### src/rtl/bpc_pkg.sv
package bpc_pkg;

  // Configuration register indexes.
  localparam logic [1:0] REG_CAL_A = 2'd0;
  localparam logic [1:0] REG_CAL_B = 2'd1;
  localparam logic [1:0] REG_CAL_C = 2'd2;

  // Queue between the front and the back.
  localparam int QDEPTH = 4;
  localparam int QAW    = $clog2(QDEPTH);

  // Pipelined divider: numerator and divisor widths, one quotient bit per stage.
  localparam int DIV_NW = 33;
  localparam int DIV_DW = 19;

  localparam logic signed [11:0] TEMP_MIN  = -12'sd2048;
  localparam logic signed [11:0] TEMP_MAX  = 12'sd2047;
  localparam logic [17:0]        PRESS_MAX = 18'h3FFFF;

  typedef struct packed {
    logic signed [15:0] ac1;
    logic signed [15:0] ac2;
    logic signed [15:0] ac3;
    logic        [15:0] ac4;
    logic        [15:0] ac5;
    logic        [15:0] ac6;
    logic signed [15:0] b1;
    logic signed [15:0] b2;
    logic signed [15:0] mc;
    logic signed [15:0] md;
  } cal_t;

  typedef struct packed {
    logic signed [17:0] x1;
    logic        [15:0] up;
  } q_entry_t;

  typedef struct packed {
    logic [QAW:0] count;
    logic         full;
    logic         empty;
  } fifo_stat_t;

endpackage

### src/rtl/bpc_front.sv
module bpc_front (
  input  logic               clk,
  input  logic               rst_n,
  input  logic               in_valid,
  output logic               in_ready,
  input  logic [15:0]        in_raw_temp,
  input  logic [15:0]        in_raw_press,
  input  bpc_pkg::cal_t      cal,
  input  logic               q_full,
  output logic               push,
  output bpc_pkg::q_entry_t  push_data
);

  logic               v_r;
  logic [15:0]        ut_r;
  logic [15:0]        up_r;
  logic signed [16:0] diff;
  logic signed [16:0] ac5_s;
  logic signed [33:0] prod;

  assign in_ready = !v_r || !q_full;
  assign push     = v_r && !q_full;

  always_ff @(posedge clk) begin
    if (!rst_n) begin
      v_r <= 1'b0;
    end else if (in_ready) begin
      v_r <= in_valid;
    end
    if (in_valid && in_ready) begin
      ut_r <= in_raw_temp;
      up_r <= in_raw_press;
    end
  end

  // First temperature term: ((ut - ac6) * ac5) >>> 15.
  always_comb begin
    diff  = $signed({1'b0, ut_r}) - $signed({1'b0, cal.ac6});
    ac5_s = $signed({1'b0, cal.ac5});
    prod  = diff * ac5_s;
    push_data.x1 = prod[32:15];
    push_data.up = up_r;
  end

endmodule

### config.mk
export PLATFORM = sky130hd
export DESIGN_NAME = bpc_front
export DESIGN_NICKNAME = d
export VERILOG_FILES = /design/src/rtl/bpc_pkg.sv /design/src/rtl/bpc_front.sv
export SDC_FILE = /design/constraint.sdc
export NUM_CORES = 1
export LEC_CHECK = 0
export BUFFER_PORTS_ARGS = -buffer_cell sky130_fd_sc_hd__buf_2
export CAP_MARGIN = 15
export CORE_UTILIZATION = 53
export CTS_CLUSTER_SIZE = 20
export DETAILED_ROUTE_END_ITERATION = 6
export HOLD_SLACK_MARGIN = 0.1
export PLACE_DENSITY_LB_ADDON = 0.12
export REMOVE_ABC_BUFFERS = 1
export SLEW_MARGIN = 20
export SYNTH_ARGS = -nofsm -noshare
export SYNTH_HDL_FRONTEND = slang
export SYNTH_SLANG_ARGS = --single-unit
### constraint.sdc
create_clock -name clk -period 13.5 [get_ports clk]
set_input_delay 3.375 -clock clk [delete_from_list [all_inputs] [get_ports clk]]
set_output_delay 3.375 -clock clk [all_outputs]
set_load 0.05 [all_outputs]
**Word level (Yosys, flattened, before mapping)**

Index checks and enable logic that the tools add are counted.
W data, S select, Z words.

- Bits in registers: 33
- Output and inout port bits: 36

- Add/sub/neg operators: 1
- $mul: 1
- Reductions and logical operators: 5

Operator list:

| cell | number |
|---|---|
| $mul A17 B17 Y33 | 1 |
| $sub A16 B16 Y17 | 1 |
| $logic_and A1 B1 Y1 | 2 |
| $logic_not A1 Y1 | 2 |
| $logic_or A1 B1 Y1 | 1 |

**Depth between registers and ports, before layout**

Gate-level depths: netlist of the first run.

- Depth after elaboration: 3
- Mapped depth: 30
- Mapped depth without buffers: 28

**Least setup slack after synthesis of the first run**

No wires, ideal clock.

- Kind: input-to-output
- Start: in cal[64] (netlist name)
- End: out push_data[29] (netlist name)
- Arrival: 11.616 ns
- Required time: 10.125 ns
- Path slack: -1.491 ns
- Cell stages on the path: 27
- Buffers on the path: 3
- Cell sequence: ha_1 > fa_1 > nor2b_1 > o21ai_0 > a211o_2 > a21oi_1 > o31ai_1 > clkbuf_1 > and2_1 > fa_1 > fa_1 > clkbuf_1 > xnor2_1 > xnor2_1 > fa_1 > fa_1 > inv_1 > fa_1 > inv_1 > ha_1 > clkbuf_1 > nand3_1 > nor2_1 > nand4_1 > a21oi_1 > nor2b_1 > o311ai_0

RTL lines:

| what | RTL line | RTL |
|---|---|---|
| start: declaration | bpc_front.sv:8 | `input bpc_pkg::cal_t cal,` |
| end: declaration | bpc_front.sv:11 | `output bpc_pkg::q_entry_t push_data` |

==> results.tsv, run 1 <==
metric	value	unit
endpoint_kind	output pin	
numPortBuffers	103	
nets	2192	
fp-row-count	55	
max_freq	0.0727	GHz
num_antenna_cells	0	
fin_crit	13.76	ns
wl_met1	13300	µm
rsz0062_at_grt	yes	
critical_path_depth	30	
setup.reg_to_reg.worst_slack	11.92	ns
core-area	22800	µm²
clkTransAtPathRegs	0.05	ns
final_design_area_no_fill	16200	µm²
clockRootBuffer	sky130_fd_sc_hd__clkbuf_16	
post_dp_cell_area	14600	µm²
share_of_layout_cells_above_drive_strength_1	0.306	
synth.yosys.warnings	0	
gr-total-overflow	0	
dr_wl_met2	16300	µm
dieHeight	155	µm
setup-violations-final	18	
required_time_worst_endpoint	10.12	ns
first_iter_violations	463	
detail_route.first_pass.iterations	5	
clock_insertion_delay_worst_skew	0.28	ns
worstHoldPathType	reg2reg	
hold_viol_final	0	
worst_path_max_delay_cell	sky130_fd_sc_hd__or4b_4	
grt_use_total	0.276	
wire_length_of_the_first_global_routing_pass	52300	µm
worst_relative_slew_slack	0.617	
grt_pass1_vias	10672	
result_of_the_run	finished with violations	
cpMostUsedCell	sky130_fd_sc_hd__fa_1	
routed_len_inst	16.1	µm
cts-hold-fix-buffers	0	
antenna_left	0	
postSynthAreaPerCell	9.19	µm²
initial_core_util	0.546	
worst-r2r-cell-count	3	
io-pin-count	232	
asyncSetResetFlopFracSynth	0	
area_growth	29.7	%
routed_wl	31400	µm
synthesis.area	12500	µm²
path_delay_family	adder cells	
failed_checks	setup timing	
synth_top_flop_cell	sky130_fd_sc_hd__edfxtp_1	
clkSinkCount	33	
tightestPinTransition	0.574	ns
antenna_found_initial	1	
place_congestion	0.889	
timing.critical_path.fanout_max	4	
clock_tree.htree_level_count	2	
synth_edf_count	32	
met3RoutedLength	1210	µm
slowest_delay	0.59	ns
startpoint_type	input port	
synth.lib_cells_used.distinct	61	
cts_made_buffers	5	
critical_path.reg2reg.startpoint	v_r	
synth_cells	1358	
die-area	24200	µm²
crit_end	push_data[21]	
vias_per_cell	5.13	
drcViolationCount	0	
num_vias	9977	
grt_max_degree	33	
totalNegativeSetupSlack	-2.80	ns
place_hpwl	24900	µm
drv_cap	0	
crit_type	in2out	
tritoncts	done	
final-max-slew-violation-count	0	
synth_sequential_area_ratio	0.0786	
wp_buf_inv	11	
final.setup_skew	0.00409	ns
route.top_layer_used	met4	
flip_flop_and_latch_count_after_synthesis	33	
timing.critical_path.arrival	10.39	ns
clock_tree.buffer_depth	2	
post-route-period-util	1.02	
die_x	155	µm
timing.final.ws_setup	-0.262	ns
crit_path_start	cal[71]	
rr_endpoint	ut_r[5]	
final_core_utilization	0.709	
## worst min-delay path by stage
| stage | startpoint | to | slack, ns | cells past startpoint |
|---|---|---|---|---|
| floorplan | v_r | v_r | 0.49 | 2 |
| global placement | v_r | v_r | 0.51 | 2 |
| detailed placement | v_r | v_r | 0.53 | 2 |
| CTS | v_r | v_r | 0.54 | 2 |
| global route | v_r | v_r | 0.58 | 2 |
| finish | v_r | v_r | 0.55 | 2 |
## metal layers
layer  vias to the layer above  global-route usage
met3                        29              0.0240
met2                       210               0.510
met1                      5081               0.354
li1                       4657                   -
met5                         -                   0
met4                         0              0.0509
## state kept, by name, indices dropped and copies added (netlist names)
signal,cells
up_r,16
ut_r,16
v_r,1
## final cells by class
type	instances	area [µm²]
Clock buffer	5	125
Tap cell	313	392
Fill cell	1806	6660
Timing Repair Buffer	319	2460
Multi-Input combinational cell	919	10900
Inverter	351	1320
Clock inverter	3	46.3
Sequential cell	33	981
## synth_stat cells, types with 10 or more instances
cell type                  count  area, µm²
sky130_fd_sc_hd__mux2_2       10        113
sky130_fd_sc_hd__nor2b_1      25        156
sky130_fd_sc_hd__ha_1        100       1250
sky130_fd_sc_hd__clkbuf_1     44        165
sky130_fd_sc_hd__and2_1       80        500
sky130_fd_sc_hd__and3_1       28        175
sky130_fd_sc_hd__nand2_1     121        454
sky130_fd_sc_hd__fa_1        267       5350
sky130_fd_sc_hd__inv_1       351       1320
sky130_fd_sc_hd__nand3_1      33        165
sky130_fd_sc_hd__nor2_1       23       86.3
sky130_fd_sc_hd__a21o_1       12       90.1
sky130_fd_sc_hd__edfxtp_1     32        961
sky130_fd_sc_hd__xnor2_1      33        289
sky130_fd_sc_hd__a21oi_1      27        135
sky130_fd_sc_hd__o21a_1       13       97.6
sky130_fd_sc_hd__o21ai_0      32        160
sky130_fd_sc_hd__nand2b_1     28        175
## worst min-delay path: stages (launching register included)
cell and delay (ns):
sky130_fd_sc_hd__dfxtp_1 0.32, sky130_fd_sc_hd__a21oi_1 0.13, sky130_fd_sc_hd__nor2b_1 0.05
## kinds of logic after synthesis
family,Yosys count,share of synthesized area
AND/OR/NAND/NOR,360,0.149
adder cells (fa/ha/maj),369,0.530
buffers and inverters,406,0.124
XOR/XNOR,40,0.0281
flip-flops,33,0.0786
multiplexers,18,0.0158
AO/OA/AOI/OAI,132,0.0743
## stage by stage
stage	setup WS [ns]	std cells	hold WS (ns)
2_1_floorplan	-1.89	1303	0.487
3_3_place_gp	-0.829	1897	0.508
3_5_place_dp	-0.862	1897	0.525
4_1_cts	-0.218	1925	0.540
5_1_grt	-0.512	1943	0.580
6_report	-0.262	1943	0.549
## what timing repair did
action                     in CTS  in global routing
pin swaps                     112                 87
setup endpoints to repair      18                 18
resized for setup             182                 88
gates cloned                    0                  1
hold endpoints to repair        0                  0
setup buffers                  23                 18
## layout by cell type (no fill, tap or decap), types with 28 or more instances in the layout
cell	synthesis	final
sky130_fd_sc_hd__inv_1	351	326
sky130_fd_sc_hd__fa_1	267	253
sky130_fd_sc_hd__buf_4	0	192
sky130_fd_sc_hd__nand2_1	121	114
sky130_fd_sc_hd__buf_2	7	82
sky130_fd_sc_hd__ha_1	100	79
sky130_fd_sc_hd__and2_1	80	69
sky130_fd_sc_hd__buf_6	2	32
sky130_fd_sc_hd__edfxtp_1	32	32
sky130_fd_sc_hd__xnor2_1	33	30
sky130_fd_sc_hd__nand3_1	33	30
sky130_fd_sc_hd__nand2b_1	28	28
Power of run 1 is left out: the tool's default activity adds up to more than one toggle a clock period on the data nets, which glitch-free logic cannot reach.
==> run 2, diff against run 1 <==
- RECOVER_POWER: not set -> 100
- SETUP_SLACK_MARGIN: not set -> 0.2
==> run 2 against run 1 <==
Cell area down 0.63%. Non-clock buffer count unchanged. Cell count unchanged. Critical endpoint is now push_data[31]. Setup slack worse by 0.071 ns. The run still ends with setup timing left. Fmax down 0.51%. Largest cell class unchanged. Clock skew about the same. Utilization down 0.44 points.
==> results.tsv, run 2 (synthesis results as in run 1) <==
metric	value	unit	change
fp-row-count	55		unchanged
nets	2192		unchanged
n_fill_cell	1820		+0.78%
share_of_layout_cells_above_drive_strength_1	0.283		-0.0221
num_vias	9973		-0.040%
slowest_delay	0.63	ns	+0.04 ns
final_core_utilization	0.704		-0.00444
result_of_the_run	finished with violations		
mostFrequentLayoutCell	sky130_fd_sc_hd__inv_1		
worst_relative_slew_slack	0.349		-0.268
die_x	155	µm	unchanged
final_cell_mix	sky130_fd_sc_hd__inv_1, sky130_fd_sc_hd__fa_1, sky130_fd_sc_hd__buf_4		
tightestPinTransition	0.976	ns	+0.402 ns
drv_cap	0		unchanged
worstHoldPathType	reg2reg		
required_time_worst_endpoint	10.12	ns	about the same
timing.critical_path.arrival	10.46	ns	+0.07 ns
gr-total-overflow	0		unchanged
hold_viol_final	0		unchanged
timing.critical_path.fanout_max	4		unchanged
antenna_left	0		unchanged
numPortBuffers	103		unchanged
wire_length_of_the_first_global_routing_pass	52200	µm	-0.28%
detail_route.first_pass.iterations	5		unchanged
first_iter_violations	441		-4.8%
rsz0062_at_grt	yes		
grt_pass1_vias	10665		-0.066%
area_growth	28.9	%	
wp_buf_inv	8		-3
place_hpwl	24900	µm	unchanged
clkSinkCount	33		unchanged
path_delay_family	adder cells		
setup-violations-final	16		-2
clockRootBuffer	sky130_fd_sc_hd__clkbuf_16		
vias_per_cell	5.13		about the same
routed_wl	31200	µm	-0.46%
worst_path_max_delay_cell	sky130_fd_sc_hd__fa_2		
crit_type	in2out		
grt_use_total	0.275		-0.000902
timing.final.ws_setup	-0.333	ns	-0.0708 ns
clkTransAtPathRegs	0.05	ns	about the same
cts_made_buffers	5		unchanged
antenna_found_initial	1		unchanged
max_freq	0.0723	GHz	-0.51%
final.setup_skew	0.00407	ns	-0.0000221 ns
final-max-slew-violation-count	0		unchanged
grt_max_degree	33		unchanged
cpMostUsedCell	sky130_fd_sc_hd__fa_1		
die-area	24200	µm²	unchanged
post-route-period-util	1.02		+0.00524
routed_len_inst	16.1	µm	-0.46%
place_congestion	0.889		unchanged
clock_tree.htree_level_count	2		unchanged
reg.largest.list	up_r: 16 flops, ut_r: 16 flops, v_r: 1 flops		
core-area	22800	µm²	unchanged
initial_core_util	0.546		unchanged
dieHeight	155	µm	unchanged
clock_insertion_delay_worst_skew	0.28	ns	about the same
failed_checks	setup timing		
fin_crit	13.83	ns	+0.0708 ns
drcViolationCount	0		unchanged
endpoint_kind	output pin		
startpoint_type	input port		
clock_tree.buffer_depth	2		unchanged
io-pin-count	232		unchanged
num_antenna_cells	0		unchanged
tritoncts	done		
## run 2: changes by cell type in the layout (fill, tap and decap cells not counted), moves of 3 or more
cell / change
sky130_fd_sc_hd__buf_2: -19
sky130_fd_sc_hd__buf_4: +3
sky130_fd_sc_hd__clkbuf_1: +20
sky130_fd_sc_hd__and3_4: -3
sky130_fd_sc_hd__inv_2: -7
sky130_fd_sc_hd__and2_1: +3
sky130_fd_sc_hd__and3_1: +3
sky130_fd_sc_hd__inv_1: +7
sky130_fd_sc_hd__and2_4: -4
sky130_fd_sc_hd__o21bai_4: -3
## run 2: repair_timing
action | in CTS | in global routing
gates resized for setup | 177 | 67
buffers inserted | 24 | 13
pin swaps | 109 | 49
setup endpoints to repair | 18 | 18
cloned | 0 | 1
hold buffers | 0 | 0
## run 2: cell type report
type | count | area, µm² | share of cell area
Timing Repair Buffer | 319 | 2400 | 0.149
Multi-Input combinational cell | 919 | 10800 | 0.672
Inverter | 351 | 1320 | 0.0822
Sequential cell | 33 | 981 | 0.0610
Tap cell | 313 | 392 | 0.0243
Clock buffer | 5 | 125 | 0.00778
Clock inverter | 3 | 46.3 | 0.00288
## run 2: per-stage QoR
stage                     cells  setup TNS (ns)  worst slack [ns]  hold slack [ns]  instance area [µm²]
after floorplan            1303          -14.79             -1.89            0.487                12300
after global placement     1897          -10.45            -0.829            0.508                14600
after detailed placement   1897          -11.45            -0.862            0.525                14600
after CTS                  1929           -1.61            -0.218            0.540                15700
after global routing       1943           -6.70            -0.566            0.580                16100
final                      1943           -2.85            -0.333            0.545                16100
## run 2: path summary, 6_finish.rpt
| path | to | startpoint | slack (ns) | cells after the start |
|---|---|---|---|---|
| max reg2reg | ut_r[5] | v_r | 11.27 | 3 |
| min | v_r | v_r | 0.54 | 2 |
| min reg2reg | v_r | v_r | 0.54 | 2 |
| max | push_data[31] | cal[64] | -0.33 | 29 |
## run 2: worst register-to-register path: cells and delay by family (launching register included)
kind	cells	cell delay [ns]
buffers and inverters	1	0.80
flip-flops	1	0.32
AND/OR/NAND/NOR	2	0.73
## run 2: per-layer routing
metal  vias to the layer above  track usage  share of wire  wire (µm)
met1                      5058        0.353           0.42      13100
met2                       223        0.512           0.52      16400
li1                       4657            -              -          -
met3                        35       0.0240          0.038       1180
met5                         -            0              0          0
met4                         0       0.0434          0.019        583
Power of run 2 is left out for the same reason.
==> run 3, diff against run 2 <==
- BUFFER_PORTS_ARGS: -buffer_cell sky130_fd_sc_hd__buf_2 -> -buffer_cell sky130_fd_sc_hd__buf_4
- CTS_CLUSTER_SIZE: 20 -> 14
- SKIP_LAST_GASP: not set -> 1
==> run 3 against run 2 <==
The run still ends with setup timing left. Critical path depth grew 1. Clock skew grew 0.0016 ns. Worst hold slack gained 0.025 ns. Utilization is essentially flat. Global-route usage shrank 0.27 points. Cell count grew 0.31%. Sequential share of layout area is essentially flat. First-iteration DRC count shrank 2.0%. Highest routed layer unchanged.
==> results.tsv, run 3 (synthesis results as in run 1) <==
metric	value	unit	change
final_cell_mix	sky130_fd_sc_hd__inv_1, sky130_fd_sc_hd__fa_1, sky130_fd_sc_hd__buf_4		
clockRootBuffer	sky130_fd_sc_hd__clkbuf_16		
antenna_found_initial	1		unchanged
tritoncts	done		
clock_tree.buffer_depth	2		unchanged
fp-row-count	55		unchanged
timing.final.ws_setup	-0.377	ns	-0.0437 ns
timing.critical_path.fanout_max	5		+1
gr-total-overflow	0		unchanged
worst_relative_slew_slack	0.365		+0.0160
clkTransAtPathRegs	0.06	ns	about the same
die-area	24200	µm²	unchanged
vias_per_cell	5.12		-0.21%
cts_made_buffers	5		unchanged
die_x	155	µm	unchanged
num_vias	9983		+0.10%
clkSinkCount	33		unchanged
wire_length_of_the_first_global_routing_pass	51800	µm	-0.64%
routed_wl	31000	µm	-0.78%
reg.largest.list	up_r: 16 flops, ut_r: 16 flops, v_r: 1 flops		
cpMostUsedCell	sky130_fd_sc_hd__fa_1		
num_antenna_cells	0		unchanged
tightestPinTransition	0.952	ns	-0.0239 ns
final_core_utilization	0.704		about the same
grt_max_degree	33		unchanged
endpoint_kind	output pin		
slowest_delay	0.56	ns	-0.07 ns
totalNegativeSetupSlack	-4.03	ns	-1.18 ns
result_of_the_run	finished with violations		
worst_path_max_delay_cell	sky130_fd_sc_hd__fa_1		
wp_buf_inv	11		+3
grt_use_total	0.272		-0.00266
dieHeight	155	µm	unchanged
io-pin-count	232		unchanged
finalHoldWorstSlack	0.570	ns	+0.0251 ns
routed_len_inst	15.9	µm	-1.1%
rsz0062_at_grt	yes		
drv_cap	0		unchanged
worstHoldPathType	reg2reg		
antenna_left	0		unchanged
startpoint_type	input port		
place_congestion	0.859		-3.3%
post-route-period-util	1.03		+0.00324
failed_checks	setup timing		
place_hpwl	25300	µm	+1.7%
hold_viol_final	0		unchanged
share_of_layout_cells_above_drive_strength_1	0.281		-0.00287
final.setup_skew	0.00568	ns	+0.00161 ns
nets	2198		+0.27%
core-area	22800	µm²	unchanged
numPortBuffers	103		unchanged
clock_insertion_delay_worst_skew	0.27	ns	about the same
grt_pass1_vias	10798		+1.2%
path_delay_family	adder cells		
mostFrequentLayoutCell	sky130_fd_sc_hd__inv_1		
detail_route.first_pass.iterations	4		-1
final-max-slew-violation-count	0		unchanged
max_freq	0.0721	GHz	-0.31%
area_growth	28.9	%	about the same
crit_type	in2out		
required_time_worst_endpoint	10.12	ns	about the same
drcViolationCount	0		unchanged
clock_tree.htree_level_count	2		unchanged
first_iter_violations	432		-2.0%
fin_crit	13.88	ns	+0.0437 ns
initial_core_util	0.546		unchanged
setup-violations-final	17		+1
timing.critical_path.arrival	10.50	ns	+0.04 ns
[run 3: cell types whose count changed in the layout (fill, tap and decap cells not counted), moves of 4 or more]
cell,previous run,this run
sky130_fd_sc_hd__buf_2,63,0
sky130_fd_sc_hd__buf_4,195,243
sky130_fd_sc_hd__clkbuf_4,0,32
sky130_fd_sc_hd__ha_4,21,13
sky130_fd_sc_hd__ha_1,77,84
sky130_fd_sc_hd__buf_6,30,24
sky130_fd_sc_hd__fa_1,253,247
sky130_fd_sc_hd__fa_2,14,20
sky130_fd_sc_hd__buf_12,7,3
sky130_fd_sc_hd__nand2_1,114,118
[run 3: final timing paths]
kind         startpoint            end  slack (ns)  cells after the start
min reg2reg         v_r            v_r        0.57                      2
max reg2reg         v_r        ut_r[4]       11.26                      3
min                 v_r            v_r        0.57                      2
max             cal[65]  push_data[29]       -0.38                     30
[run 3: layer usage]
| metal | up-vias | global-route usage | share of wire |
|---|---|---|---|
| met5 | - | 0 | 0 |
| met4 | 0 | 0.0640 | 0.022 |
| met3 | 43 | 0.0298 | 0.048 |
| met2 | 227 | 0.503 | 0.53 |
| met1 | 5046 | 0.340 | 0.40 |
| li1 | 4667 | - | - |
[run 3: area by class of cell]
type,instances,area (µm²)
multi-input cells,919,10700
fillers,1883,6750
repair buffers,325,2510
inverters,351,1320
flip-flops and latches,33,981
well taps,313,392
clock buffers,5,125
clock inverters,3,46.3
[run 3: stage by stage]
step                      cell area [µm²]  setup slack [ns]  instances
after floorplan                     12300             -1.89       1303
after global placement              14800            -0.759       1902
after detailed placement            14800            -0.868       1902
after CTS                           15700            -0.347       1933
after global routing                16100            -0.587       1949
final                               16100            -0.377       1949
[run 3: what timing repair did]
action,in CTS,in global routing
pin swaps,77,61
gates cloned,0,0
hold buffers,0,0
setup buffers,23,16
endpoints found under the setup margin,18,18
resized for setup,130,70
[run 3: tightest hold or removal path, stage by stage, from the launching register on]
cell                      delay (ns)
sky130_fd_sc_hd__dfxtp_1        0.36
sky130_fd_sc_hd__a21oi_1        0.09
sky130_fd_sc_hd__nor2b_1        0.09
Power of run 3 is left out for the same reason.
