### config.mk
export PLATFORM = sky130hd
export DESIGN_NAME = bpc_fifo
export DESIGN_NICKNAME = d
export VERILOG_FILES = /design/src/rtl/bpc_pkg.sv /design/src/rtl/bpc_fifo.sv
export SDC_FILE = /design/constraint.sdc
export NUM_CORES = 1
export LEC_CHECK = 0
export ABC_AREA = 1
export BUFFER_PORTS_ARGS = -buffer_cell sky130_fd_sc_hd__buf_2
export CORE_MARGIN = 2
export CORE_UTILIZATION = 40
export DETAILED_ROUTE_END_ITERATION = 6
export PLACE_DENSITY = 0.59
export SYNTH_ARGS = -nofsm -noshare
export SYNTH_HDL_FRONTEND = slang
export SYNTH_SLANG_ARGS = --single-unit
### constraint.sdc
create_clock -name clk -period 3.6 [get_ports clk]
set_input_delay 0.72 -clock clk [delete_from_list [all_inputs] [get_ports clk]]
set_output_delay 0.72 -clock clk [all_outputs]
set_load 0.005 [all_outputs]
### src/rtl/bpc_pkg.sv
package bpc_pkg;

  // Configuration register indexes.
  localparam logic [1:0] REG_CAL_A = 2'd0;
  localparam logic [1:0] REG_CAL_B = 2'd1;
  localparam logic [1:0] REG_CAL_C = 2'd2;

  // Queue between the front and the back.
  localparam int QDEPTH = 4;
  localparam int QAW    = $clog2(QDEPTH);

  // Pipelined divider: numerator and divisor widths, one quotient bit per stage.
  localparam int DIV_NW = 33;
  localparam int DIV_DW = 19;

  localparam logic signed [11:0] TEMP_MIN  = -12'sd2048;
  localparam logic signed [11:0] TEMP_MAX  = 12'sd2047;
  localparam logic [17:0]        PRESS_MAX = 18'h3FFFF;

  typedef struct packed {
    logic signed [15:0] ac1;
    logic signed [15:0] ac2;
    logic signed [15:0] ac3;
    logic        [15:0] ac4;
    logic        [15:0] ac5;
    logic        [15:0] ac6;
    logic signed [15:0] b1;
    logic signed [15:0] b2;
    logic signed [15:0] mc;
    logic signed [15:0] md;
  } cal_t;

  typedef struct packed {
    logic signed [17:0] x1;
    logic        [15:0] up;
  } q_entry_t;

  typedef struct packed {
    logic [QAW:0] count;
    logic         full;
    logic         empty;
  } fifo_stat_t;

endpackage

### src/rtl/bpc_fifo.sv
module bpc_fifo (
  input  logic                 clk,
  input  logic                 rst_n,
  input  logic                 push,
  input  bpc_pkg::q_entry_t    push_data,
  input  logic                 pop,
  output bpc_pkg::q_entry_t    rd_data,
  output bpc_pkg::fifo_stat_t  stat
);

  bpc_pkg::q_entry_t         mem_r [bpc_pkg::QDEPTH];
  logic [bpc_pkg::QAW-1:0]   wp_r;
  logic [bpc_pkg::QAW-1:0]   rp_r;
  logic [bpc_pkg::QAW:0]     cnt_r;

  assign rd_data    = mem_r[rp_r];
  assign stat.count = cnt_r;
  assign stat.full  = (cnt_r == (bpc_pkg::QAW+1)'(bpc_pkg::QDEPTH));
  assign stat.empty = (cnt_r == '0);

  always_ff @(posedge clk) begin
    if (!rst_n) begin
      wp_r  <= '0;
      rp_r  <= '0;
      cnt_r <= '0;
    end else begin
      if (push) wp_r <= wp_r + 1'b1;
      if (pop)  rp_r <= rp_r + 1'b1;
      if (push && !pop) cnt_r <= cnt_r + 1'b1;
      else if (pop && !push) cnt_r <= cnt_r - 1'b1;
    end
  end

  always_ff @(posedge clk) begin
    if (push) mem_r[wp_r] <= push_data;
  end

endmodule

* Word level (Yosys, flattened, before mapping)
Memories as Yosys holds them, arrays and structs flattened. A register that Yosys moved wholly into a read port is not among the register bits.
Cells that the tools add are included.
Widths: inputs -> output; s select.
** Storage, ports and cells
- Register bits :: 7
- Bits in writable memories :: 136
- Bits of input ports :: 38
- Logic and storage cells :: 21
- Memories kept :: 1
** Operators by class
- Add/sub/neg operators :: 4
- Equal/unequal tests :: 1
- Multiplexer cells :: 6
- Reductions and logical operators :: 6
** Memory list
- mem_r :: depth 4, bits a word 34, read ports 1, clocked after Yosys merged registers in 1, wr ports 1, line bpc_fifo.sv:11 : bpc_pkg::q_entry_t mem_r [bpc_pkg::QDEPTH];
** Operators with widths (count)
- $mux 3 :: 2
- $add 2x1->2 const B :: 2
- $mux 2 :: 2
- $add 3x1->3 const B :: 1
- $eq 3x3->1 const B :: 1
- $logic_not 3->1 :: 1
- $sub 3x1->3 const B :: 1
- $logic_and 1x1->1 :: 2
- $logic_not 1->1 :: 2
- $mux 1 :: 2
- $reduce_bool 2->1 :: 1

* Depth between registers and ports, before layout
Gate-level depths: netlist of the first run.
- Word-level depth :: 4
- Gate-level depth with buffers :: 10

* Worst setup path before layout of the first run
OpenSTA, ideal clock, no wires.
- Kind :: input-to-reg
- Start :: input port push
- End :: memory mem_r[0][0] (netlist bit), enable pin
- Setup time :: 0.389 ns
- Arrival :: 1.426 ns
- Path slack :: 1.785 ns
- Stages :: 2
- Buffers on the path :: 0
- Path through :: nand2_1 -> inv_1
** On the way
- Longest elaborated chain between the ends :: 2
** Ends and longest elaborated chain
- start, declared :: line bpc_fifo.sv:4 : input logic push,
- $mux 1 :: line bpc_fifo.sv:35 : if (push) mem_r[wp_r] <= push_data;
- $mux 1 (implied by the code) :: line bpc_fifo.sv:35
- end, declared :: line bpc_fifo.sv:11
Every way passes these cells.

==> results of run 1 <==
==> state kept, by name, indices dropped and copies added, names as in the netlist, named ones only <==
signal / count
cnt_r: 3
wp_r: 2
rp_r: 2
mem_r: 136
==> per-stage QoR <==
stage / util / setup slack [ps] / cells
2_1_floorplan: - / 1790 / 387
3_3_place_gp: 0.443 / 1160 / 624
3_5_place_dp: 0.443 / 1140 / 624
4_1_cts: 0.481 / 688 / 655
5_1_grt: 0.481 / 486 / 656
6_report: 0.481 / 718 / 656
==> path summary, 6_finish.rpt <==
check / to / slack [ps] / cells after the start / start
worst max-delay path: rd_data[31] / 720 / 4 / register
worst min-delay path: register / 440 / 1 / rp_r[1]$_SDFFE_PN0P_
worst max register to register: mem_r[1][4]$_DFFE_PP_ / 1900 / 4 / wp_r[1]$_SDFFE_PN0P_
worst min register to register: register / 440 / 1 / rp_r[1]$_SDFFE_PN0P_
==> cell usage after synthesis <==
| cell type | count | area share |
|---|---|---|
| edfxtp_1 | 136 | 0.72 |
| o21ai_0 | 69 | 0.061 |
| nor2_1 | 53 | 0.035 |
| nor2_2 | 20 | 0.022 |
| o22ai_2 | 20 | 0.044 |
| inv_1 | 15 | 0.0099 |
| o22ai_1 | 14 | 0.015 |
| buf_2 | 12 | 0.011 |
| dfxtp_1 | 9 | 0.032 |
| nand2_1 | 9 | 0.0059 |
| ha_1 | 5 | 0.011 |
| o21ai_1 | 5 | 0.0044 |
| a21oi_1 | 4 | 0.0035 |
| buf_12 | 3 | 0.011 |
| buf_4 | 2 | 0.0026 |
| buf_6 | 2 | 0.0040 |
| clkbuf_2 | 2 | 0.0018 |
| nor3_1 | 2 | 0.0018 |
| fa_1 | 1 | 0.0035 |
| inv_2 | 1 | 0.00066 |
| inv_6 | 1 | 0.0015 |
| nand3_1 | 1 | 0.00088 |
| nand4_1 | 1 | 0.0011 |
==> worst register-to-register path: stages, from the launching register on <==
cell	delay (ps)
dfxtp_1	320
inv_1	110
ha_1	160
nand2_1	60
inv_2	650
==> cells in the final DEF (no fill, tap or decap), drive strengths merged <==
| master | n |
|---|---|
| edfxtp | 136 |
| buf | 78 |
| o21ai | 74 |
| nor2 | 73 |
| o22ai | 34 |
| clkbuf | 22 |
| inv | 17 |
| nand2 | 9 |
| dfxtp | 9 |
| clkinv | 7 |
| ha | 5 |
| a21oi | 4 |
| nor3 | 2 |
| bufinv | 2 |
| diode | 1 |
| nand3 | 1 |
| nand4 | 1 |
| fa | 1 |
==> power by group through the flow <==
| stage | logic [mW] | clock network, mW | registers [mW] |
|---|---|---|---|
| final | 0.326 | 1.60 | 1.95 |
| after floorplan | 0.210 | 0 | 1.98 |
| after global routing | 0.370 | 1.70 | 1.96 |
| after CTS | 0.336 | 1.63 | 1.95 |
| after global placement | 0.328 | 0 | 1.99 |
| after detailed placement | 0.335 | 0 | 1.99 |
==> per-layer routing <==
layer  share of wire  vias up
met1            0.43     1601
met2            0.51       76
met4           0.011        0
met5               0        -
met3           0.052        8
li1                -     1582
==> cells by family (layout without fill, tap and decap cells) <==
group | after synthesis | after routing | synth area share
AOI/OAI and AO/OA | 112 | 112 | 0.128
and+or+nand+nor | 86 | 86 | 0.0666
buffers and inverters | 38 | 126 | 0.0416
other | 0 | 1 | 0
adders and majority gates | 6 | 6 | 0.0145
DFF | 145 | 145 | 0.749
==> final cells by class <==
class,instances,area [um2],share of cell area
tap,180,225,0.0337
sequential,145,4270,0.638
multi-input combinational,204,1190,0.178
inverter,17,68.8,0.0103
clock inverter,9,91.3,0.0137
timing repair buffer,78,395,0.0592
clock buffer,22,444,0.0665
antenna,1,2.50,0.000374
==> results.sh, run 1 <==
export IMPL_syn_area_um2=5690
export IMPL_ys_types=23
export IMPL_root_buffer="clkbuf_16"
export IMPL_setup_violations=0
export IMPL_syn_inst=387
export IMPL_cts_sinks=145
export IMPL_p_int_mw=3.05
export IMPL_critPathTopFamily="flip-flops"
export IMPL_p_total_mw=3.88
export IMPL_grt_busiest_layer="met2"
export IMPL_p_sw_frac=0.214
export IMPL_hp_class="reg2reg"
export IMPL_fin_skew_ps=5.87
export IMPL_use_met3=0.0581
export IMPL_setup_tns_ps=0
export IMPL_maxCapViolations=0
export IMPL_start_util=0.410
export IMPL_first_pass_iters=4
export IMPL_p_sw_mw=0.828
export IMPL_dp_hpwl_um=5920
export IMPL_ys_ff_latch=145
export IMPL_slowest_delay_ps=720
export IMPL_place_congestion=0.679
export IMPL_antenna_found_initial=1
export IMPL_yosysWarnings=0
export IMPL_power_leakage_nw=2.39
export IMPL_worstPathMaxFanout=38
export IMPL_met1_usage=0.184
export IMPL_syn_num_nets=431
export IMPL_htreeDepth=4
export IMPL_grtUsageMet2=0.253
export IMPL_dieWidth_um=123
export IMPL_power_per_cell_area_nw_per_um2=580
export IMPL_placed_area_um2=6140
export IMPL_ctsResizeCount=0
export IMPL_wl_per_cell_um=16.5
export IMPL_clk_latency_ps=410
export IMPL_grt_max_degree=69
export IMPL_numCtsBuffers=17
export IMPL_die_h_um=123
export IMPL_via_per_inst=4.98
export IMPL_cp_required_ps=2880
export IMPL_worst_pin_slew_ps=905
export IMPL_crit_buf_inv=2
export IMPL_crit_chain="buf_4, o21ai_0, o22ai_1, buf_2"
export IMPL_drc=0
export IMPL_fin_area_um2=6680
export IMPL_rows=43
export IMPL_vias=3267
export IMPL_worst_setup_path_type="reg2out"
export IMPL_clockPowerShare=0.412
export IMPL_ios=77
export IMPL_whs_ps=438
export IMPL_cp_arrival_ps=2160
export IMPL_critPathSlowestCell="dfxtp_2"
export IMPL_holdBufCountCts=0
export IMPL_synth_seq_area_share=0.749
export IMPL_postCtsSetupBuffers=0
export IMPL_grt_usage=0.152
export IMPL_die_area_um2=15200
export IMPL_slew_headroom=0.396
export IMPL_slew_violations=0
export IMPL_power_frac_comb=0.084
export IMPL_grt_overflow_total=0
export IMPL_grt_pass1_vias=3207
export IMPL_areaGrowthSynthToFinish_pct=17.4
export IMPL_core_um2=13900
export IMPL_hold_violations=0
export IMPL_final_antenna_net_count=0
export IMPL_status="finished, final reports clean"
export IMPL_fill_cells=1246
export IMPL_layout_min_cycle_time_ps=2880
export IMPL_tritoncts="done"
export IMPL_grt_first_pass_wirelength_um=16700
export IMPL_ir_drop_v=0.000430
export IMPL_syn_area_per_cell_um2=14.7
export IMPL_fin_crit_sh=0.801
export IMPL_drt_iter0_drc=200
export IMPL_cp_start_kind="register"
export IMPL_cts_buffer_depth=2
export IMPL_clk_pin_slew_worst_paths_ps=50
export IMPL_final_layout_size_suffix_gt1_frac=0.312
export IMPL_nets=507
export IMPL_portBuffers=76
export IMPL_worst_setup_path_end_kind="output port"
export IMPL_max_clock_freq_mhz=347
export IMPL_drt_wl_total_um=10800
export IMPL_p_seq_frac=0.504
export IMPL_rsz0062_at_grt="no"
(Power assumes the default switching activity.)
==> run 2, diff against run 1 <==
--- a/config.mk
+++ b/config.mk
@@ -10,7 +10,7 @@
 export CORE_MARGIN = 2
 export CORE_UTILIZATION = 40
 export DETAILED_ROUTE_END_ITERATION = 6
-export PLACE_DENSITY = 0.59
+export PLACE_DENSITY = 0.61
 export SYNTH_ARGS = -nofsm -noshare
 export SYNTH_HDL_FRONTEND = slang
 export SYNTH_SLANG_ARGS = --single-unit
==> constraint.sdc (replaced) <==
create_clock -name clk -period 2.65 [get_ports clk]
set_input_delay 0.53 -clock clk [delete_from_list [all_inputs] [get_ports clk]]
set_output_delay 0.53 -clock clk [all_outputs]
set_load 0.005 [all_outputs]
==> run 2 against run 1 <==
Compared with the run above: final cell count grew 0.91%; via count increased by 1.6%; total power is 49% higher; hold slack got worse by 110 ps; final area up 3.3%; global-route usage grew 0.52 points; die area stayed put; critical path depth stayed put; non-clock buffer count grew 5; core utilization up 1.6 points; clock power increased by 66%.
==> results.sh, run 2 (synthesized netlist as in run 1, its figures left out) <==
export IMPL_die_area_um2=15200
export IMPL_drc=0
export IMPL_cp_arrival_ps=1790
export IMPL_max_clock_freq_mhz=431
export IMPL_clockPowerShare=0.459
export IMPL_power_per_cell_area_nw_per_um2=836
export IMPL_grt_usage=0.158
export IMPL_setup_tns_ps=0
export IMPL_layout_min_cycle_time_ps=2320
export IMPL_antenna_found_initial=0
export IMPL_power_leakage_nw=2.49
export IMPL_layout_commonest_cell="edfxtp_1"
export IMPL_dieWidth_um=123
export IMPL_worst_setup_path_end_kind="output port"
export IMPL_timing_rr_start="wp_r[0]$_SDFFE_PN0P_"
export IMPL_nets=512
export IMPL_via_per_inst=5.02
export IMPL_die_h_um=123
export IMPL_largest_register_ffs=136
export IMPL_dp_cells=629
export IMPL_ios=77
export IMPL_slew_violations=0
export IMPL_worstPathMaxFanout=34
export IMPL_dp_hpwl_um=6360
export IMPL_areaGrowthSynthToFinish_pct=21.3
export IMPL_final_antenna_net_count=0
export IMPL_worstHoldPathCells=1
export IMPL_vias=3320
export IMPL_numCtsBuffers=17
export IMPL_clk_pin_slew_worst_paths_ps=60
export IMPL_cts_buffer_depth=2
export IMPL_p_sw_frac=0.210
export IMPL_drt_wl_total_um=11200
export IMPL_slew_headroom=0.578
export IMPL_drt_iter0_drc=259
export IMPL_largest_register="mem_r"
export IMPL_p_sw_mw=1.21
export IMPL_place_congestion=0.698
export IMPL_hold_violations=0
export IMPL_fill_cells=1208
export IMPL_cp_start_kind="register"
export IMPL_ctsResizeCount=0
export IMPL_fin_skew_ps=3.98
export IMPL_worst_setup_path_type="reg2out"
export IMPL_power_frac_comb=0.083
export IMPL_reg_top3="mem_r: 136 flops, cnt_r: 3 flops"
export IMPL_fin_cells=662
export IMPL_cts_sinks=145
export IMPL_setup_violations=0
export IMPL_first_pass_iters=4
export IMPL_maxCapViolations=0
export IMPL_final_cell_mix="edfxtp_1 (136), buf_2 (76), o21ai_0 (69)"
export IMPL_ir_drop_v=0.000445
export IMPL_status="finished, final reports clean"
export IMPL_rsz0062_at_grt="no"
export IMPL_post_route_util=0.497
export IMPL_fin_area_um2=6900
export IMPL_p_seq_frac=0.458
export IMPL_final_layout_size_suffix_gt1_frac=0.333
export IMPL_grt_pass1_vias=3360
export IMPL_grt_first_pass_wirelength_um=17500
export IMPL_start_util=0.410
export IMPL_wl_per_cell_um=17.0
export IMPL_clk_latency_ps=410
export IMPL_hold_end="mem_r[0][1]$_DFFE_PP_"
export IMPL_holdBufCountCts=0
export IMPL_postCtsSetupBuffers=0
export IMPL_grt_max_degree=69
export IMPL_whs_ps=326
export IMPL_htreeDepth=4
export IMPL_cp_required_ps=2120
export IMPL_multi_input_area_um2=1190
export IMPL_root_buffer="clkbuf_16"
export IMPL_placed_area_um2=6230
export IMPL_fin_crit_sh=0.875
export IMPL_register_area_um2=4270
export IMPL_r2r_end="mem_r[0][21]$_DFFE_PP_"
export IMPL_hp_class="in2reg"
export IMPL_hold_start="push_data[1]"
export IMPL_rr_worst_depth=5
export IMPL_worst_pin_slew_ps=633
export IMPL_tritoncts="done"
export IMPL_core_um2=13900
export IMPL_grt_overflow_total=0
export IMPL_portBuffers=76
export IMPL_p_int_mw=4.56
export IMPL_worst_r2r_setup_slack_ps=1050
export IMPL_rows=43
==> run 2: power by group through the flow <==
stage          Sequential [mW]  Clock (mW)  Combinational [mW]
2_1_floorplan             2.69           0               0.285
3_5_place_dp              2.69           0               0.488
4_1_cts                   2.64        2.70               0.490
6_report                  2.64        2.65               0.477
5_1_grt                   2.65        2.80               0.540
3_3_place_gp              2.69           0               0.473
==> run 2: per-layer routing <==
metal | wire, um | global-route usage | part of all wire
met4 | 205 | 0.0675 | 0.018
met2 | 5610 | 0.261 | 0.50
met5 | 0 | 0 | 0
met3 | 490 | 0.0438 | 0.044
met1 | 4940 | 0.193 | 0.44
==> run 2: critical path: stages, from the launching register on <==
cell and delay (ps):
dfxtp_1 310, inv_2 460, o21ai_0 190, o22ai_1 240, buf_2 170
==> run 2: final cells by class <==
cell class | instances | share of cell area
antenna | 1 | 0.000363
clock buffer | 18 | 0.0622
clock inverter | 14 | 0.0343
inverter | 17 | 0.00997
multi-input combinational | 204 | 0.172
sequential | 145 | 0.618
tap | 180 | 0.0326
timing repair buffer | 83 | 0.0700
==> run 2: worst max path at each step <==
stage,endpoint,start,cells after the start
6_report,rd_data[33],register,4
5_1_grt,rd_data[12],register,4
4_1_cts,rd_data[33],register,4
3_5_place_dp,rd_data[33],register,4
3_3_place_gp,rd_data[33],register,4
2_1_floorplan,mem_r[2][0]$_DFFE_PP_,wp_r[0]$_SDFFE_PN0P_,4
==> run 2: through the flow <==
| step | power [mW] | setup WS (ps) |
|---|---|---|
| 6_report | 5.77 | 331 |
| 5_1_grt | 5.99 | 245 |
| 4_1_cts | 5.83 | 266 |
| 3_5_place_dp | 3.18 | 721 |
| 3_3_place_gp | 3.16 | 763 |
| 2_1_floorplan | 2.97 | 1000 |
==> run 3, diff against run 2 <==
--- a/config.mk
+++ b/config.mk
@@ -11,6 +11,7 @@
 export CORE_UTILIZATION = 40
 export DETAILED_ROUTE_END_ITERATION = 6
 export PLACE_DENSITY = 0.61
+export REMOVE_ABC_BUFFERS = 1
 export SYNTH_ARGS = -nofsm -noshare
 export SYNTH_HDL_FRONTEND = slang
 export SYNTH_SLANG_ARGS = --single-unit
==> run 3 against run 2 <==
Compared with the run above: critical path depth unchanged; critical endpoint is now rd_data[25]; die area unchanged; register-to-register slack better by 30 ps; clock power down 15%; largest cell class unchanged; count of clock-buffer cells in the layout up 7; via count down 0.18%.
==> results.sh, run 3 (synthesized netlist as in run 1, its figures left out) <==
export IMPL_reg_top3="mem_r: 136 flops, cnt_r: 3 flops"
export IMPL_fin_skew_ps=4.68
export IMPL_place_ws_ps=731
export IMPL_largest_register="mem_r"
export IMPL_layout_commonest_cell="edfxtp_1"
export IMPL_hold_violations=0
export IMPL_hp_class="in2reg"
export IMPL_cts_buffer_depth=2
export IMPL_fin_ws_ps=326
export IMPL_post_route_util=0.491
export IMPL_layout_min_cycle_time_ps=2320
export IMPL_rows=43
export IMPL_m1WireLength_um=4860
export IMPL_vias=3314
export IMPL_top_layer="met4"
export IMPL_cp_arrival_ps=1790
export IMPL_dp_cells=630
export IMPL_place_congestion=0.718
export IMPL_worstPathMaxFanout=68
export IMPL_grt_usage=0.155
export IMPL_areaGrowthSynthToFinish_pct=19.8
export IMPL_fin_area_um2=6820
export IMPL_p_total_mw=5.36
export IMPL_fin_crit_sh=0.877
export IMPL_grt_first_pass_wirelength_um=17000
export IMPL_slew_violations=0
export IMPL_drc=0
export IMPL_clk_latency_ps=410
export IMPL_drt_wl_total_um=11100
export IMPL_placed_area_um2=6250
export IMPL_die_h_um=123
export IMPL_ctsResizeCount=0
export IMPL_start_util=0.410
export IMPL_rsz0062_at_grt="no"
export IMPL_cp_required_ps=2120
export IMPL_dieWidth_um=123
export IMPL_power_leakage_nw=2.45
export IMPL_htreeDepth=4
export IMPL_final_cell_mix="edfxtp_1 (136), buf_2 (76), o21ai_0 (69)"
export IMPL_slowest_delay_ps=450
export IMPL_final_layout_size_suffix_gt1_frac=0.326
export IMPL_grt_max_degree=69
export IMPL_core_um2=13900
export IMPL_via_per_inst=5.00
export IMPL_ir_drop_v=0.000323
export IMPL_worst_setup_path_type="reg2out"
export IMPL_die_area_um2=15200
export IMPL_grt_overflow_total=0
export IMPL_dp_hpwl_um=6460
export IMPL_wl_per_cell_um=16.7
export IMPL_fin_cells=663
export IMPL_whs_ps=331
export IMPL_status="finished, final reports clean"
export IMPL_grt_pass1_vias=3229
export IMPL_first_pass_iters=4
export IMPL_met2WireLength_um=5270
export IMPL_crit_buf_inv=2
export IMPL_final_antenna_net_count=0
export IMPL_antenna_found_initial=1
export IMPL_setup_tns_ps=0
export IMPL_largest_register_ffs=136
export IMPL_max_clock_freq_mhz=430
export IMPL_cp_start_kind="register"
export IMPL_postCtsSetupBuffers=0
export IMPL_setup_violations=0
export IMPL_drt_iter0_drc=219
export IMPL_slew_headroom=0.617
export IMPL_met3_length_um=745
export IMPL_root_buffer="clkbuf_16"
export IMPL_portBuffers=76
export IMPL_nets=513
export IMPL_power_per_cell_area_nw_per_um2=786
export IMPL_clk_pin_slew_worst_paths_ps=60
export IMPL_critPathTopFamily="buffers and inverters"
export IMPL_crit_chain="inv_6, o21ai_0, o22ai_1, buf_2"
export IMPL_ios=77
export IMPL_worst_pin_slew_ps=574
export IMPL_tritoncts="done"
export IMPL_holdBufCountCts=0
export IMPL_numCtsBuffers=17
export IMPL_worst_setup_path_end_kind="output port"
export IMPL_cts_sinks=145
export IMPL_critPathSlowestCell="inv_6"
export IMPL_maxCapViolations=0
run 3: area by class of cell:
class / count / area, um2
Timing Repair Buffer: 84 / 503
Clock buffer: 25 / 475
Tap cell: 180 / 225
Clock inverter: 7 / 85.1
Antenna cell: 1 / 2.50
Fill cell: 1197 / 7070
Inverter: 17 / 68.8
Sequential cell: 145 / 4270
Multi-Input combinational cell: 204 / 1190
run 3: routing by layer:
metal  vias to the layer above  GRT usage
met5                         -          0
met2                        75      0.245
met3                        16     0.0549
met1                      1627      0.194
li1                       1596          -
met4                         0     0.0618
run 3: report_power, final:
| part | internal, mW | switching [mW] | leakage, nW | total [mW] |
|---|---|---|---|---|
| registers | 2.61 | 0.0334 | 1.32 | 2.65 |
| logic | 0.184 | 0.288 | 0.849 | 0.472 |
| clock network | 1.43 | 0.812 | 0.279 | 2.24 |
| total | 4.22 | 1.13 | 2.45 | 5.36 |
run 3: worst reg2reg max path, cell delays in order, from the launching register on:
cell	delay, ps
dfxtp_1	330
inv_1	100
ha_1	160
nand2_1	60
inv_2	380
buf_12	240
run 3: worst paths after layout:
| check | slack [ps] | cells past startpoint | start | end |
|---|---|---|---|---|
| setup / recovery | 330 | 4 | register | rd_data[25] |
| setup reg to reg | 1080 | 5 | wp_r[1]$_SDFFE_PN0P_ | mem_r[1][16]$_DFFE_PP_ |
| hold / removal | 330 | 1 | push_data[13] | mem_r[2][13]$_DFFE_PP_ |
| hold reg to reg | 450 | 1 | rp_r[1]$_SDFFE_PN0P_ | register |
